`src/design/usb_c_sink_attach_controller_defines.svh`:
```
// Assertion helpers used by the attach controller state machine (usbcsa_fsm).
// The macros expect clk_i, and USBCSA_ASSERT also rst_ni, in the scope where they are used.
`ifndef USB_C_SINK_ATTACH_CONTROLLER_DEFINES_SVH
`define USB_C_SINK_ATTACH_CONTROLLER_DEFINES_SVH

// Checked on every rising edge outside of reset.
`define USBCSA_ASSERT(lbl, prop, msg) \
  lbl: assert property (@(posedge clk_i) disable iff (!rst_ni) prop) else $error(msg);

// Checked on every rising edge, reset included.
`define USBCSA_ASSERT_ALWAYS(lbl, prop, msg) \
  lbl: assert property (@(posedge clk_i) prop) else $error(msg);

`endif

```
`src/design/usbcsa_pkg.sv`:
```
// ----------------------------------------------------------------------------
// usbcsa_pkg
// Shared codes and types of the USB-C sink attach controller.
// ----------------------------------------------------------------------------
package usbcsa_pkg;

  // Attach mode codes
  localparam logic [1:0] MODE_UNATTACHED = 2'd0;
  localparam logic [1:0] MODE_MEAS_CC1   = 2'd1;
  localparam logic [1:0] MODE_MEAS_CC2   = 2'd2;
  localparam logic [1:0] MODE_ATTACHED   = 2'd3;

  // CC pin codes
  localparam logic [1:0] PIN_NONE = 2'd0;
  localparam logic [1:0] PIN_CC1  = 2'd1;
  localparam logic [1:0] PIN_CC2  = 2'd2;

  localparam logic [1:0] CC_LEVEL_OPEN = 2'd0;

  typedef struct packed {
    logic step;   // take one level sample
    logic clear;  // drop any held reference
  } dbnc_ctrl_t;

  typedef struct packed {
    logic [1:0] mode_now;
    logic [1:0] measure_pin;
    logic [1:0] transmit_pin;
    logic       auto_crc_on;
    logic       oscillator_on;
    logic [1:0] level_cc1;
    logic [1:0] level_cc2;
    logic       ev_attached;
    logic       ev_detached;
    logic       ev_good_crc;
    logic       ev_rx_message;
    logic       pd_reset_request;
  } result_t;

endpackage

```
`src/design/usb_c_sink_attach_controller.sv`:
```
// A result is registered and valid in the cycle after its sample transaction is accepted.
// Throughput: one sample per cycle; the single result register sets the pace,
// taking a new sample whenever its held result is empty or leaves that cycle.
// Reset (rst_ni, async, active low): unattached, levels and filter cleared,
// VBUS detach enabled, no result held.
// ----------------------------------------------------------------------------
// usb_c_sink_attach_controller
// USB Type-C sink attach sequence: VBUS detect, debounced CC1/CC2 levels,
// transmit pin selection and attached-state events.
// ----------------------------------------------------------------------------
module usb_c_sink_attach_controller #(
  parameter int VERIFY_SAMPLES = 5
) (
  input  logic       clk_i,
  input  logic       rst_ni,
  input  logic       cfg_we_i,
  input  logic       cfg_wdata_i,
  input  logic       in_valid_i,
  output logic       in_ready_o,
  input  logic       vbus_ok_i,
  input  logic [1:0] cc_level_i,
  input  logic       hard_reset_seen_i,
  input  logic       good_crc_sent_i,
  input  logic       rx_not_empty_i,
  output logic       out_valid_o,
  input  logic       out_ready_i,
  output logic [1:0] mode_now_o,
  output logic [1:0] measure_pin_o,
  output logic [1:0] transmit_pin_o,
  output logic       auto_crc_on_o,
  output logic       oscillator_on_o,
  output logic [1:0] level_cc1_o,
  output logic [1:0] level_cc2_o,
  output logic       ev_attached_o,
  output logic       ev_detached_o,
  output logic       ev_good_crc_o,
  output logic       ev_rx_message_o,
  output logic       pd_reset_request_o
);
  import usbcsa_pkg::*;

  logic    accept;
  result_t res_d;
  result_t res_q;

  assign accept = in_valid_i && in_ready_o;

  usbcsa_fsm #(
    .VERIFY_SAMPLES(VERIFY_SAMPLES)
  ) u_fsm (
    .clk_i            (clk_i),
    .rst_ni           (rst_ni),
    .cfg_we_i         (cfg_we_i),
    .cfg_wdata_i      (cfg_wdata_i),
    .accept_i         (accept),
    .vbus_ok_i        (vbus_ok_i),
    .cc_level_i       (cc_level_i),
    .hard_reset_seen_i(hard_reset_seen_i),
    .good_crc_sent_i  (good_crc_sent_i),
    .rx_not_empty_i   (rx_not_empty_i),
    .res_o            (res_d)
  );

  usbcsa_out_reg u_out_reg (
    .clk_i      (clk_i),
    .rst_ni     (rst_ni),
    .load_i     (accept),
    .res_i      (res_d),
    .ready_o    (in_ready_o),
    .out_ready_i(out_ready_i),
    .out_valid_o(out_valid_o),
    .res_o      (res_q)
  );

  assign mode_now_o         = res_q.mode_now;
  assign measure_pin_o      = res_q.measure_pin;
  assign transmit_pin_o     = res_q.transmit_pin;
  assign auto_crc_on_o      = res_q.auto_crc_on;
  assign oscillator_on_o    = res_q.oscillator_on;
  assign level_cc1_o        = res_q.level_cc1;
  assign level_cc2_o        = res_q.level_cc2;
  assign ev_attached_o      = res_q.ev_attached;
  assign ev_detached_o      = res_q.ev_detached;
  assign ev_good_crc_o      = res_q.ev_good_crc;
  assign ev_rx_message_o    = res_q.ev_rx_message;
  assign pd_reset_request_o = res_q.pd_reset_request;

endmodule

```
`src/design/usbcsa_debounce.sv`:
```
// ----------------------------------------------------------------------------
// usbcsa_debounce
// CC level filter: a reference sample followed by VERIFY_SAMPLES equal
// samples accepts the level; a mismatch drops the reference.
// ----------------------------------------------------------------------------
module usbcsa_debounce #(
  parameter int VERIFY_SAMPLES = 5
) (
  input  logic                   clk_i,
  input  logic                   rst_ni,
  input  usbcsa_pkg::dbnc_ctrl_t ctrl_i,
  input  logic [1:0]             level_i,
  output logic                   done_o,
  output logic [1:0]             level_o
);
  import usbcsa_pkg::*;

  localparam int CntW = $clog2(VERIFY_SAMPLES + 1);
  localparam logic [CntW-1:0] CntLast = CntW'(VERIFY_SAMPLES - 1);

  logic [1:0]      ref_q, ref_d;
  logic [CntW-1:0] cnt_q, cnt_d;
  logic            valid_q, valid_d;

  always_comb begin
    ref_d   = ref_q;
    cnt_d   = cnt_q;
    valid_d = valid_q;
    done_o  = 1'b0;
    if (ctrl_i.clear) begin
      cnt_d   = '0;
      valid_d = 1'b0;
    end else if (ctrl_i.step) begin
      if (!valid_q) begin
        ref_d   = level_i;
        cnt_d   = '0;
        valid_d = 1'b1;
      end else if (level_i != ref_q) begin
        // drop the mismatching sample; the next one becomes the reference
        cnt_d   = '0;
        valid_d = 1'b0;
      end else if (cnt_q == CntLast) begin
        done_o  = 1'b1;
        cnt_d   = '0;
        valid_d = 1'b0;
      end else begin
        cnt_d = cnt_q + 1'b1;
      end
    end
  end

  assign level_o = ref_q;

  always_ff @(posedge clk_i or negedge rst_ni) begin
    if (!rst_ni) begin
      ref_q   <= CC_LEVEL_OPEN;
      cnt_q   <= '0;
      valid_q <= 1'b0;
    end else begin
      ref_q   <= ref_d;
      cnt_q   <= cnt_d;
      valid_q <= valid_d;
    end
  end

endmodule

```
`src/design/usbcsa_fsm.sv`:
```
// ----------------------------------------------------------------------------
// usbcsa_fsm
// Attach state machine, stored CC levels, GoodCRC pending flag and the
// detach enable register; forms the result of each accepted sample.
// ----------------------------------------------------------------------------
`include "usb_c_sink_attach_controller_defines.svh"

module usbcsa_fsm #(
  parameter int VERIFY_SAMPLES = 5
) (
  input  logic                clk_i,
  input  logic                rst_ni,
  input  logic                cfg_we_i,
  input  logic                cfg_wdata_i,
  input  logic                accept_i,
  input  logic                vbus_ok_i,
  input  logic [1:0]          cc_level_i,
  input  logic                hard_reset_seen_i,
  input  logic                good_crc_sent_i,
  input  logic                rx_not_empty_i,
  output usbcsa_pkg::result_t res_o
);
  import usbcsa_pkg::*;

  logic [1:0] mode_q, mode_d;
  logic [1:0] cc1_q, cc1_d;
  logic [1:0] cc2_q, cc2_d;
  logic       gcrc_pend_q, gcrc_pend_d;
  logic       detach_en_q;

  dbnc_ctrl_t dbnc_ctrl;
  logic       dbnc_done;
  logic [1:0] dbnc_level;

  logic       ev_att, ev_det, ev_crc, ev_rx, pdr;
  logic [1:0] tx_pin;

  usbcsa_debounce #(
    .VERIFY_SAMPLES(VERIFY_SAMPLES)
  ) u_debounce (
    .clk_i  (clk_i),
    .rst_ni (rst_ni),
    .ctrl_i (dbnc_ctrl),
    .level_i(cc_level_i),
    .done_o (dbnc_done),
    .level_o(dbnc_level)
  );

  always_comb begin
    logic gcrc_seen;
    gcrc_seen   = gcrc_pend_q | good_crc_sent_i;
    mode_d      = mode_q;
    cc1_d       = cc1_q;
    cc2_d       = cc2_q;
    gcrc_pend_d = gcrc_pend_q;
    dbnc_ctrl   = '0;
    ev_att      = 1'b0;
    ev_det      = 1'b0;
    ev_crc      = 1'b0;
    ev_rx       = 1'b0;
    pdr         = 1'b0;
    if (accept_i) begin
      case (mode_q)
        MODE_UNATTACHED: begin
          if (vbus_ok_i) begin
            mode_d          = MODE_MEAS_CC1;
            dbnc_ctrl.clear = 1'b1;
          end
        end
        MODE_MEAS_CC1: begin
          dbnc_ctrl.step = 1'b1;
          if (dbnc_done) begin
            cc1_d  = dbnc_level;
            mode_d = MODE_MEAS_CC2;
          end
        end
        MODE_MEAS_CC2: begin
          dbnc_ctrl.step = 1'b1;
          if (dbnc_done) begin
            cc2_d       = dbnc_level;
            mode_d      = MODE_ATTACHED;
            gcrc_pend_d = 1'b0;
            ev_att      = 1'b1;
          end
        end
        default: begin
          if (detach_en_q && !vbus_ok_i) begin
            mode_d      = MODE_UNATTACHED;
            gcrc_pend_d = gcrc_seen;
            ev_det      = 1'b1;
          end else if (hard_reset_seen_i) begin
            // hold a GoodCRC seen here for a later sample
            gcrc_pend_d = gcrc_seen;
            pdr         = 1'b1;
          end else begin
            gcrc_pend_d = 1'b0;
            ev_crc      = gcrc_seen;
            ev_rx       = rx_not_empty_i;
          end
        end
      endcase
    end
  end

  always_comb begin
    if (mode_d != MODE_ATTACHED) begin
      tx_pin = PIN_NONE;
    end else if (cc1_d != CC_LEVEL_OPEN) begin
      tx_pin = PIN_CC1;
    end else if (cc2_d != CC_LEVEL_OPEN) begin
      tx_pin = PIN_CC2;
    end else begin
      tx_pin = PIN_NONE;
    end
  end

  always_comb begin
    res_o.mode_now         = mode_d;
    case (mode_d)
      MODE_MEAS_CC1: res_o.measure_pin = PIN_CC1;
      MODE_MEAS_CC2: res_o.measure_pin = PIN_CC2;
      MODE_ATTACHED: res_o.measure_pin = tx_pin;
      default:       res_o.measure_pin = PIN_NONE;
    endcase
    res_o.transmit_pin     = tx_pin;
    res_o.auto_crc_on      = (tx_pin != PIN_NONE);
    res_o.oscillator_on    = (mode_d != MODE_UNATTACHED);
    res_o.level_cc1        = cc1_d;
    res_o.level_cc2        = cc2_d;
    res_o.ev_attached      = ev_att;
    res_o.ev_detached      = ev_det;
    res_o.ev_good_crc      = ev_crc;
    res_o.ev_rx_message    = ev_rx;
    res_o.pd_reset_request = pdr;
  end

  always_ff @(posedge clk_i or negedge rst_ni) begin
    if (!rst_ni) begin
      mode_q      <= MODE_UNATTACHED;
      cc1_q       <= CC_LEVEL_OPEN;
      cc2_q       <= CC_LEVEL_OPEN;
      gcrc_pend_q <= 1'b0;
      detach_en_q <= 1'b1;
    end else begin
      mode_q      <= mode_d;
      cc1_q       <= cc1_d;
      cc2_q       <= cc2_d;
      gcrc_pend_q <= gcrc_pend_d;
      if (cfg_we_i) begin
        detach_en_q <= cfg_wdata_i;
      end
    end
  end

  `USBCSA_ASSERT(a_mode_holds_when_idle, !accept_i |=> $stable(mode_q), "mode moved without a transaction")
  `USBCSA_ASSERT(a_cc2_done_attaches, (accept_i && mode_q == MODE_MEAS_CC2 && dbnc_done) |=> (mode_q == MODE_ATTACHED), "accepted CC2 level did not attach")
  `USBCSA_ASSERT(a_no_vbus_stays_unattached, (accept_i && mode_q == MODE_UNATTACHED && !vbus_ok_i) |=> (mode_q == MODE_UNATTACHED), "left unattached without VBUS")
  `USBCSA_ASSERT_ALWAYS(a_dbnc_only_measuring, dbnc_done |-> (mode_q == MODE_MEAS_CC1 || mode_q == MODE_MEAS_CC2), "level accepted outside measurement")

endmodule

```
`src/design/usbcsa_out_reg.sv`:
```
// ----------------------------------------------------------------------------
// usbcsa_out_reg
// Result register with valid flag; takes a new result whenever the held
// one is empty or leaves in the same cycle.
// ----------------------------------------------------------------------------
module usbcsa_out_reg (
  input  logic                clk_i,
  input  logic                rst_ni,
  input  logic                load_i,
  input  usbcsa_pkg::result_t res_i,
  output logic                ready_o,
  input  logic                out_ready_i,
  output logic                out_valid_o,
  output usbcsa_pkg::result_t res_o
);
  import usbcsa_pkg::*;

  logic    valid_q;
  result_t data_q;

  assign ready_o     = !valid_q || out_ready_i;
  assign out_valid_o = valid_q;
  assign res_o       = data_q;

  always_ff @(posedge clk_i or negedge rst_ni) begin
    if (!rst_ni) begin
      valid_q <= 1'b0;
    end else if (load_i) begin
      valid_q <= 1'b1;
    end else if (out_ready_i) begin
      valid_q <= 1'b0;
    end
  end

  always_ff @(posedge clk_i) begin
    if (load_i) begin
      data_q <= res_i;
    end
  end

endmodule
```
`config.mk`:
```
export PLATFORM = sky130hd
export DESIGN_NAME = usb_c_sink_attach_controller
export DESIGN_NICKNAME = d
export VERILOG_FILES = /design/src/design/usbcsa_pkg.sv /design/src/design/usb_c_sink_attach_controller.sv /design/src/design/usbcsa_debounce.sv /design/src/design/usbcsa_fsm.sv /design/src/design/usbcsa_out_reg.sv
export VERILOG_INCLUDE_DIRS = /design/src /design/src/design
export SDC_FILE = /design/constraint.sdc
export NUM_CORES = 1
export LEC_CHECK = 0
export BUFFER_PORTS_ARGS = -buffer_cell sky130_fd_sc_hd__buf_2
export CAP_MARGIN = 20
export CELL_PAD_IN_SITES_DETAIL_PLACEMENT = 1
export CELL_PAD_IN_SITES_GLOBAL_PLACEMENT = 1
export CORE_MARGIN = 2
export CORE_UTILIZATION = 45
export DETAILED_ROUTE_END_ITERATION = 7
export GPL_TIMING_DRIVEN = 1
export PLACE_DENSITY = 0.85
export SLEW_MARGIN = 20
export SYNTH_ARGS = -nofsm -noshare
export SYNTH_HDL_FRONTEND = slang
export SYNTH_SLANG_ARGS = --single-unit
```
`constraint.sdc`:
```
create_clock -name clk_i -period 3.9 [get_ports clk_i]
set_clock_uncertainty 0.1 [all_clocks]
set_input_delay 0.195 -clock clk_i [delete_from_list [all_inputs] [get_ports clk_i]]
set_output_delay 0.195 -clock clk_i [all_outputs]
set_load 0.02 [all_outputs]
```
# After elaboration in Yosys (flattened, before gate mapping)
# Cells that the tools add are included.
# totals
reg_bits	32
inputBits	12
out_inout_bits	19
elab_cells	98
# classes
add_sub_neg	1
n_eq_ne	9
n_mux	44
bitwise_logic	4
n_reduce_logical	19
# op_table
cell	count
2-bit 2-to-1 mux	15
1-bit 2-to-1 mux	21
3-bit 2-to-1 mux	5
2-bit case mux with 3 select lines	2
2-bit nonzero test	6
2-bit == test (second input constant)	3
3-bit AND reduction	2
5-bit OR reduction	1
2-bit by 1-bit == test with 1-bit output (second input constant)	2
2-bit OR reduction	2
4-bit OR reduction	1
3-bit by 1-bit adder with 3-bit output (second input constant)	1
3-bit == test (second input constant)	1
1-bit NOT	3
3-bit OR reduction	1
1-bit logical AND	2
1-bit zero test	2
2-bit zero test	1
2-bit by 1-bit != test with 1-bit output (second input constant)	1
2-bit != test	1
2-bit != test (second input constant)	1
1-bit case mux with 2 select lines	1
1-bit logical OR	1
1-bit OR	1

# Logic depth before layout (Yosys ltp)
# Gate-level depths: netlist (run 1).
# logic_depth
depth_word	14
mapped_depth	9

# Modules after synthesis
# A second synthesis (run 1) with hierarchy kept.
# hier_totals
hier_cells	120
area_unflattened_um2	1617.8
# by_module_without_submodules
module	n_inst	cells_per_inst	area_per_inst_um2	seq_area_each_um2
usbcsa_fsm	1	65	698.2	201.4
usbcsa_out_reg	1	20	558.0	535.5
usbcsa_debounce	1	34	355.3	150.1
usb_c_sink_attach_controller	1	1	6.3	0.0

# Least setup slack after synthesis (run 1)
# No wires, ideal clock.
# synth_timing
kind	register to register
from	register u_out_reg.valid_q, in the netlist u_out_reg.out_valid_o
to	register u_out_reg.data_q, in the netlist u_out_reg.res_o[15] (data pin)
setup_ns	0.257
t_arrival_ns	2.012
required_ns	3.543
path_slack_ns	1.530
stages_incl_launch_ff	8
path_buffers	0
synth_period_minus_slack_ns	2.370
path_cell_list	dfrtp_1 > nand2b_1 > nand2_1 > inv_1 > o21ai_0 > a21oi_1 > a31o_4 > inv_1
# synth_rtl
item	line_no	rtl
from (decl)	usbcsa_out_reg.sv:18	logic valid_q;
from (signal assigned)	usbcsa_out_reg.sv:27	valid_q <= 1'b0;
from (signal assigned)	usbcsa_out_reg.sv:29	valid_q <= 1'b1;
from (signal assigned)	usbcsa_out_reg.sv:31	valid_q <= 1'b0;
to (signal assigned)	usbcsa_out_reg.sv:37	data_q <= res_i;
to (decl)	usbcsa_out_reg.sv:19	result_t data_q;

==> tab_implementation.tex, run 1 <==
\begin{tabular}{lr}
\hline
Metric & Value \\
\hline
\multicolumn{2}{l}{\textbf{Drt}} \\
Routed via count & 1,151 \\
Initial DRT Pass Iterations & 4 \\
ANT nets after route & 0 \\
Total Routed Length & about 3400 um \\
Number of design-rule violations left by the first detailed-router iteration & 32 \\
Post-detailed-route wirelength per cell & 15.5 um \\
Vias/cell & roughly 5.3 \\
Number of design rule violations left after detail routing & 0 \\
\multicolumn{2}{l}{\textbf{Status}} \\
Status & completed \\
\multicolumn{2}{l}{\textbf{Power and ir drop}} \\
Pwr Density & between 400 and 500 nW/um2 \\
Static leakage & about 0.81 nW \\
Max IR drop VDD & between 0.0002 and 0.0003 V \\
\multicolumn{2}{l}{\textbf{STA}} \\
Final worst-path cycle share & approximately 69\% \\
Count of final hold-check violations & 0 \\
RSZ-0062 raised after global routing & no \\
Final slew viol count & 0 \\
Top achievable clock speed & 373 MHz \\
Final setup violation count & 0 \\
Post-Route Setup TNS & 0 ns \\
Worst slew margin & between 60\% and 70\% \\
Worst Tran Pin Value & 0.470 ns \\
Clock period minus worst slack & 2.68 ns \\
\multicolumn{2}{l}{\textbf{Critical path}} \\
Kind of capture point of the worst setup path & flip-flop \\
Worst endpoint required time & between 3 and 4 ns \\
Arrival time of data at the critical path endpoint & 2.68 ns \\
Worst Path Class, Setup & flip-flop to flip-flop \\
Launching element type of the critical path & flip-flop \\
Highest fanout seen on the critical path & 8 \\
\multicolumn{2}{l}{\textbf{Clocking}} \\
CTS sink cnt & 32 \\
CTS root buf & sky130\_fd\_sc\_hd\_\_clkbuf\_4 \\
Worst-skew pair later-pin latency & around 0.33 ns \\
Number of gates resized after cts & 0 \\
\# H-tree levels & 2 \\
CTS tree & yes \\
CTS Buffer Depth & 2 \\
Clock slew at reported path FFs & roughly 0.10 ns \\
Clock buffers created by TritonCTS & 5 \\
\multicolumn{2}{l}{\textbf{Placed design}} \\
Routability congestion estimate & 0.853 \\
DP Wirelength & around 2500 um \\
Count of buffers inserted at the top-level ports & 30 \\
\multicolumn{2}{l}{\textbf{Synth}} \\
Fraction of registers with async set or reset after synthesis & 46.9\% \\
Synthesized net count & roughly 150 \\
Most instantiated cells after synthesis & sky130\_fd\_sc\_hd\_\_nand2\_1, sky130\_fd\_sc\_hd\_\_edfxtp\_1, sky130\_fd\_sc\_hd\_\_dfrtp\_1 \\
Post-synthesis register bit count & 32 \\
Count of unique library cells instantiated by Yosys & 33 \\
Average size of a mapped cell & 11.7 um2 \\
Cell type with the largest total area after synthesis & sky130\_fd\_sc\_hd\_\_edfxtp\_1 \\
Register area share after synthesis & a little under three fifths \\
Largest cells by area after synthesis & sky130\_fd\_sc\_hd\_\_edfxtp\_1, sky130\_fd\_sc\_hd\_\_dfrtp\_1, sky130\_fd\_sc\_hd\_\_ha\_1 \\
Fraction of synthesized cell area taken by the top area cell type & 32.9\% \\
Count of flip-flops with a built-in enable after synthesis & 17 \\
Synthesized netlist cell count & between 100 and 150 \\
Warnings, synthesis & 0 \\
Syn Std Cell Area & 1550 um2 \\
Most frequently used cell type in the post-synthesis netlist & sky130\_fd\_sc\_hd\_\_nand2\_1 \\
Most common flop cell mapped by yosys & sky130\_fd\_sc\_hd\_\_edfxtp\_1 \\
\multicolumn{2}{l}{\textbf{Final layout}} \\
Area delta synth->final & 18.1\% \\
NumNets Final & approximately 190 \\
Share of layout cells above drive strength 1 & 28.9\% \\
Final standard cell utilization of the core & 54.9\% \\
Fillers & 389 \\
Antenna diode count & 0 \\
\multicolumn{2}{l}{\textbf{Job}} \\
Total of max-cap violations & 0 \\
\multicolumn{2}{l}{\textbf{Floorplanning}} \\
Chip height & between 60 and 70 um \\
Die footprint & between 3000 and 4000 um2 \\
Die X & 62.7 um \\
Top-level port count & 31 \\
Number of placement rows & 21 \\
Initial core utilization & between 40\% and 50\% \\
Core footprint & between 3000 and 4000 um2 \\
\multicolumn{2}{l}{\textbf{GRT}} \\
Via count of the first global-routing pass & 1,242 \\
Global-route wire length before repair & 6040 um \\
Overall Global Routing Usage & approximately a fifth \\
Pin count of the biggest net entering global routing & 23 \\
Antenna violations before repair & 0 \\
Sum of overflow across all layers after global routing & 0 \\
\multicolumn{2}{l}{\textbf{Worst hold path}} \\
Worst hold path class & input pin to flip-flop \\
\hline
\end{tabular}
-- area by class of cell --
| class | instances | area (um2) | share of cell area, % |
|---|---|---|---|
| Clock buffer | 7 | 45.0 | 2.46 |
| Clock inverter | 1 | 5.00 | 0.273 |
| Inverter | 11 | 41.3 | 2.25 |
| Multi-Input combinational cell | 89 | 619 | 33.8 |
| Sequential cell | 32 | 887 | 48.4 |
| Tap cell | 46 | 57.6 | 3.14 |
| Timing Repair Buffer | 33 | 178 | 9.69 |
-- flip-flops by register name (all words and copies together), names as in the netlist, 2 cells and up --
| name | count |
|---|---|
| u_fsm.cc2_q | 2 |
| u_out_reg.res_o | 17 |
| u_fsm.mode_q | 2 |
| u_fsm.u_debounce.level_o | 2 |
| u_fsm.u_debounce.cnt_q | 3 |
| u_fsm.cc1_q | 2 |
-- final timing paths --
path | start | end | slack (ns) | depth (start not counted)
min in group asynchronous | rst_ni | u_fsm.mode_q[1]$_DFF_PN0_ | 0.20 | 2
max in group asynchronous | rst_ni | u_fsm.detach_en_q$_DFFE_PN1P_ | 3.18 | 2
worst max-delay path | u_fsm.mode_q[0]$_DFF_PN0_ | u_out_reg.res_o[14]$_DFFE_PP_ | 1.22 | 7
worst max register to register | u_fsm.mode_q[0]$_DFF_PN0_ | u_out_reg.res_o[14]$_DFFE_PP_ | 1.22 | 7
worst min-delay path | rx_not_empty_i | u_out_reg.res_o[1]$_SDFFCE_PP0P_ | 0.04 | 2
worst min register to register | u_fsm.cc2_q[0]$_DFF_PN0_ | u_fsm.cc2_q[0]$_DFF_PN0_ | 0.43 | 2
-- power by group --
| part | leakage, nW | internal, mW | switching [mW] |
|---|---|---|---|
| clock | 0.0293 | 0.0702 | 0.109 |
| sequential | 0.362 | 0.406 | 0.0466 |
| combinational | 0.421 | 0.0997 | 0.154 |
| total | 0.812 | 0.575 | 0.309 |
-- worst max-delay path, cell delays in order (launching register included) --
cell and delay [ns]:
sky130_fd_sc_hd__dfrtp_1 0.49, sky130_fd_sc_hd__inv_1 0.15, sky130_fd_sc_hd__ha_1 0.44, sky130_fd_sc_hd__nand4_1 0.25, sky130_fd_sc_hd__or3_1 0.53, sky130_fd_sc_hd__a31o_4 0.29
sky130_fd_sc_hd__inv_1 0.11, sky130_fd_sc_hd__a21oi_1 0.07
-- metrics by stage --
stage | cells | cell area, um2 | setup slack, ns | power (mW) | hold WS (ns)
final | 219 | 1830 | 1.22 | 0.885 | 0.0373
after global routing | 219 | 1830 | 0.982 | 0.941 | 0.0293
after CTS | 219 | 1830 | 1.22 | 0.891 | 0.0247
after detailed placement | 209 | 1760 | 1.25 | 0.711 | 0.0390
after global placement | 209 | 1760 | 1.42 | 0.691 | 0.0307
after floorplan | 133 | 1550 | 1.53 | 0.633 | -0.201
-- layer usage --
| layer | global-route usage [%] | share of wire (%) | vias up |
|---|---|---|---|
| met2 | 35.5 | 53 | 24 |
| li1 | - | - | 549 |
| met3 | 5.59 | 3.4 | 12 |
| met1 | 22.4 | 41 | 566 |
| met4 | 11.4 | 2.7 | 0 |
| met5 | 0 | 0 | - |
-- cell usage in the layout, fill, tap and decap left out, types with 2 or more instances in the layout --
master and n:
sky130_fd_sc_hd__and2_1 3, sky130_fd_sc_hd__buf_2 30, sky130_fd_sc_hd__dlygate4sd3_1 2, sky130_fd_sc_hd__mux2_2 6, sky130_fd_sc_hd__dfrtp_1 14, sky130_fd_sc_hd__xnor2_2 2, sky130_fd_sc_hd__clkbuf_1 2, sky130_fd_sc_hd__nor2_1 7
sky130_fd_sc_hd__inv_1 11, sky130_fd_sc_hd__nor4_1 3, sky130_fd_sc_hd__edfxtp_1 17, sky130_fd_sc_hd__nand2b_1 2, sky130_fd_sc_hd__clkbuf_4 5, sky130_fd_sc_hd__nand2_1 18, sky130_fd_sc_hd__nor3_1 5, sky130_fd_sc_hd__mux2i_1 2
sky130_fd_sc_hd__o21ai_0 5, sky130_fd_sc_hd__ha_1 8, sky130_fd_sc_hd__a21oi_1 8, sky130_fd_sc_hd__o21a_1 2, sky130_fd_sc_hd__nand3_1 4
-- kinds of logic after synthesis --
kind of cell / after synthesis / synth area share (%)
simple gates: 47 / 15.2
flops: 32 / 57.1
compound gates: 24 / 10.6
buf+inv: 12 / 2.98
mux: 8 / 5.64
fa+ha+maj: 8 / 6.45
xor+xnor: 2 / 2.10
-- timing repair --
| action | 4_1_cts | 5_1_grt |
|---|---|---|
| hold buffers | 2 | 0 |
| buffers inserted | 0 | 0 |
| hold endpoints to repair | 16 | 0 |
Note: power is estimated with default switching activity, not from simulation.
==> run 2: changes to the inputs <==
--- a/config.mk
+++ b/config.mk
@@ -11,10 +11,10 @@
 export CELL_PAD_IN_SITES_DETAIL_PLACEMENT = 1
 export CELL_PAD_IN_SITES_GLOBAL_PLACEMENT = 1
 export CORE_MARGIN = 2
-export CORE_UTILIZATION = 45
+export CORE_UTILIZATION = 42
 export DETAILED_ROUTE_END_ITERATION = 7
 export GPL_TIMING_DRIVEN = 1
-export PLACE_DENSITY = 0.85
+export PLACE_DENSITY = 0.8
 export SLEW_MARGIN = 20
 export SYNTH_ARGS = -nofsm -noshare
 export SYNTH_HDL_FRONTEND = slang
==> constraint.sdc (replaced) <==
create_clock -name clk_i -period 2.8 [get_ports clk_i]
set_clock_uncertainty 0.1 [all_clocks]
set_input_delay 0.14 -clock clk_i [delete_from_list [all_inputs] [get_ports clk_i]]
set_output_delay 0.14 -clock clk_i [all_outputs]
set_load 0.02 [all_outputs]
==> run 2 against run 1 <==
Register-to-register slack lost 1.0 ns. Maximum frequency rose by 4.1%. Non-clock buffer count is 1 higher. Wire length fell by 5.4%. Utilization shrank 2.9 points. Combinational power increased by 37%. Clock power rose by 87%. Sequential cell count stayed put. Final area is 2.3% higher. Largest cell class unchanged. Global-route usage fell by 3.0 points.
==> tab_implementation.tex, run 2 (synthesized netlist as in run 1, its figures left out) <==
\begin{tabular}{lr}
\hline
Metric & Value \\
\hline
\multicolumn{2}{l}{\textbf{Final layout}} \\
Antenna diode count & 0 (unchanged) \\
Max FFs per register & 17 (unchanged) \\
Post-route design area & 1880 um2 (+2.3\%) \\
Most common cell after layout, fill and taps aside & sky130\_fd\_sc\_hd\_\_buf\_2 \\
Most frequent cells in the layout & sky130\_fd\_sc\_hd\_\_buf\_2, sky130\_fd\_sc\_hd\_\_nand2\_1, sky130\_fd\_sc\_hd\_\_edfxtp\_1 \\
NumNets Final & 193 (+0.52\%) \\
Area delta synth->final & 20.8\% \\
Share of layout cells above drive strength 1 & 29.9\% (+0.98 points) \\
Multi-input gate area in the final layout & 619 um2 (unchanged) \\
Fillers & 404 (+3.9\%) \\
Sequential cell area & 888 um2 (+0.14\%) \\
\multicolumn{2}{l}{\textbf{Power and ir drop}} \\
Static leakage & 0.829 nW (+2.1\%) \\
Pwr Density & 700 nW/um2 (+45\%) \\
Proportion of power drawn by flip-flops and latches & 48.1\% (-3.0 points) \\
Switching part of the total & 33.0\% (-2.0 points) \\
Combinational cell fraction of total power & 26.4\% (-2.3 points) \\
Cell-internal power & 0.880 mW (+53\%) \\
Sw Pwr & 0.433 mW (+40\%) \\
Part of the power in the clock network & 25.5\% (+5.3 points) \\
Max IR drop VDD & 0.000335 V (+20\%) \\
\multicolumn{2}{l}{\textbf{Job}} \\
Total of max-cap violations & 0 (unchanged) \\
\multicolumn{2}{l}{\textbf{STA}} \\
Count of final hold-check violations & 0 (unchanged) \\
Final setup violation count & 0 (unchanged) \\
Worst Setup Slack, final & 0.223 ns (-0.995 ns) \\
RSZ-0062 raised after global routing & no \\
Final slew viol count & 0 (unchanged) \\
Worst slew margin & 69.9\% (+1.6 points) \\
Worst hold slack & 0.00544 ns (-0.0318 ns) \\
Clock period minus worst slack & 2.58 ns (-0.105 ns) \\
Top achievable clock speed & 388 MHz (+4.1\%) \\
Worst Tran Pin Value & 0.447 ns (-0.0226 ns) \\
Final worst-path cycle share & 92.0\% (+23 points) \\
Post-Route Setup TNS & 0 ns (unchanged) \\
\multicolumn{2}{l}{\textbf{Critical path}} \\
Kind of capture point of the worst setup path & flip-flop \\
Launching element type of the critical path & flip-flop \\
Worst Path Class, Setup & flip-flop to flip-flop \\
Arrival time of data at the critical path endpoint & 2.51 ns (-0.17 ns) \\
Highest fanout seen on the critical path & 7 (-1) \\
Cell-by-cell listing of the critical path & inv\_1, ha\_1, nand4\_1, or3\_1, a31o\_4, inv\_1, a21oi\_1 \\
Cell seen most often among critical-path stages & sky130\_fd\_sc\_hd\_\_inv\_1 \\
Slowest stage cell on the critical path & sky130\_fd\_sc\_hd\_\_or3\_1 \\
Worst endpoint required time & 2.73 ns (-1.16 ns) \\
Delay of the slowest cell on the worst path & 0.53 ns (about the same) \\
\multicolumn{2}{l}{\textbf{GRT}} \\
Global-route wire length before repair & 5460 um (-9.7\%) \\
Via count of the first global-routing pass & 1,199 (-3.5\%) \\
Overall Global Routing Usage & 17.4\% (-3.0 points) \\
Antenna violations before repair & 0 (unchanged) \\
Pin count of the biggest net entering global routing & 16 (-30\%) \\
Sum of overflow across all layers after global routing & 0 (unchanged) \\
\multicolumn{2}{l}{\textbf{Placed design}} \\
Routability congestion estimate & 0.887 (+4.0\%) \\
Count of buffers inserted at the top-level ports & 30 (unchanged) \\
Area after DPL & 1770 um2 (+0.57\%) \\
DP Wirelength & 2530 um (-0.45\%) \\
Worst-case setup slack after placement & 0.184 ns (-1.07 ns) \\
\multicolumn{2}{l}{\textbf{Floorplanning}} \\
Chip height & 64.8 um (+3.3\%) \\
Top-level port count & 31 (unchanged) \\
Number of placement rows & 22 (+4.8\%) \\
Initial core utilization & 43.1\% (-3.5 points) \\
Die X & 64.8 um (+3.3\%) \\
Core footprint & 3610 um2 (+8.1\%) \\
Die footprint & 4200 um2 (+6.7\%) \\
\multicolumn{2}{l}{\textbf{Drt}} \\
ANT nets after route & 0 (unchanged) \\
Post-detailed-route wirelength per cell & 14.4 um (-6.7\%) \\
Routed via count & 1,127 (-2.1\%) \\
Number of design rule violations left after detail routing & 0 (unchanged) \\
Vias/cell & 5.08 (-3.4\%) \\
Number of design-rule violations left by the first detailed-router iteration & 57 (+78\%) \\
Total Routed Length & 3210 um (-5.4\%) \\
Initial DRT Pass Iterations & 4 (unchanged) \\
\multicolumn{2}{l}{\textbf{Clocking}} \\
Clock buffers created by TritonCTS & 5 (unchanged) \\
CTS tree & yes \\
CTS root buf & sky130\_fd\_sc\_hd\_\_clkbuf\_8 \\
Total setup buffers inserted after CTS & 0 (unchanged) \\
Worst-skew pair later-pin latency & 0.28 ns (-0.05 ns) \\
Clock slew at reported path FFs & 0.06 ns (-0.04 ns) \\
\# H-tree levels & 2 (unchanged) \\
CTS Buffer Depth & 2 (unchanged) \\
CTS sink cnt & 32 (unchanged) \\
\multicolumn{2}{l}{\textbf{Worst hold path}} \\
Worst hold path class & input pin to flip-flop \\
\multicolumn{2}{l}{\textbf{Status}} \\
Status & completed \\
\hline
\end{tabular}
## run 2: timing repair
item,4_1_cts,5_1_grt
endpoints found under the hold margin,16,0
gates resized for setup,0,1
setup endpoints to repair,0,1
hold buffers,2,0
## run 2: metrics by stage
stage | util (%) | cells | power (mW)
after floorplan | - | 133 | 0.882
after detailed placement | 49.2 | 212 | 0.989
after global routing | 52.0 | 222 | 1.39
after global placement | 49.2 | 212 | 0.963
after CTS | 52.0 | 222 | 1.32
final | 52.0 | 222 | 1.31
## run 2: power by group through the flow
stage | Sequential, mW | Combinational (mW) | Clock, mW
2_1_floorplan | 0.652 | 0.230 | 0
3_3_place_gp | 0.634 | 0.328 | 0
3_5_place_dp | 0.641 | 0.347 | 0
4_1_cts | 0.631 | 0.349 | 0.341
5_1_grt | 0.642 | 0.385 | 0.361
6_report | 0.632 | 0.347 | 0.335
## run 2: path summary, 6_finish.rpt
check | start | endpoint | slack (ns) | cells past startpoint
max | u_fsm.mode_q[1]$_DFF_PN0_ | u_out_reg.res_o[14]$_DFFE_PP_ | 0.22 | 7
min | in_valid_i | u_out_reg.out_valid_o$_DFFE_PN0P_ | 0.005 | 2
max reg2reg | u_fsm.mode_q[1]$_DFF_PN0_ | u_out_reg.res_o[14]$_DFFE_PP_ | 0.22 | 7
min reg2reg | u_fsm.cc2_q[0]$_DFF_PN0_ | u_fsm.cc2_q[0]$_DFF_PN0_ | 0.40 | 2
max in group asynchronous | rst_ni | u_fsm.detach_en_q$_DFFE_PN1P_ | 2.10 | 2
min in group asynchronous | rst_ni | u_out_reg.out_valid_o$_DFFE_PN0P_ | 0.20 | 2
## run 2: layout make-up
cell class                      instances  share of cell area, %
Sequential cell                        32                   47.4
Timing Repair Buffer                   34                   9.87
Tap cell                               48                   3.20
Clock buffer                            7                   4.07
Clock inverter                          1                  0.267
Inverter                               11                   2.20
Multi-Input combinational cell         89                   33.0
## run 2: routing by layer
| metal | wire [um] | GRT usage (%) |
|---|---|---|
| met1 | 1340 | 19.4 |
| met2 | 1680 | 30.9 |
| met3 | 141 | 5.21 |
| met4 | 46 | 6.91 |
| met5 | 0 | 0 |
## run 2: critical path, delay by kind of cell (launching register included)
kind | cells | cell delay [ns]
AND/OR/NAND/NOR | 2 | 0.76
AO/OA/AOI/OAI | 2 | 0.36
flip-flops | 1 | 0.48
adder cells (fa/ha/maj) | 1 | 0.42
buffers and inverters | 2 | 0.20
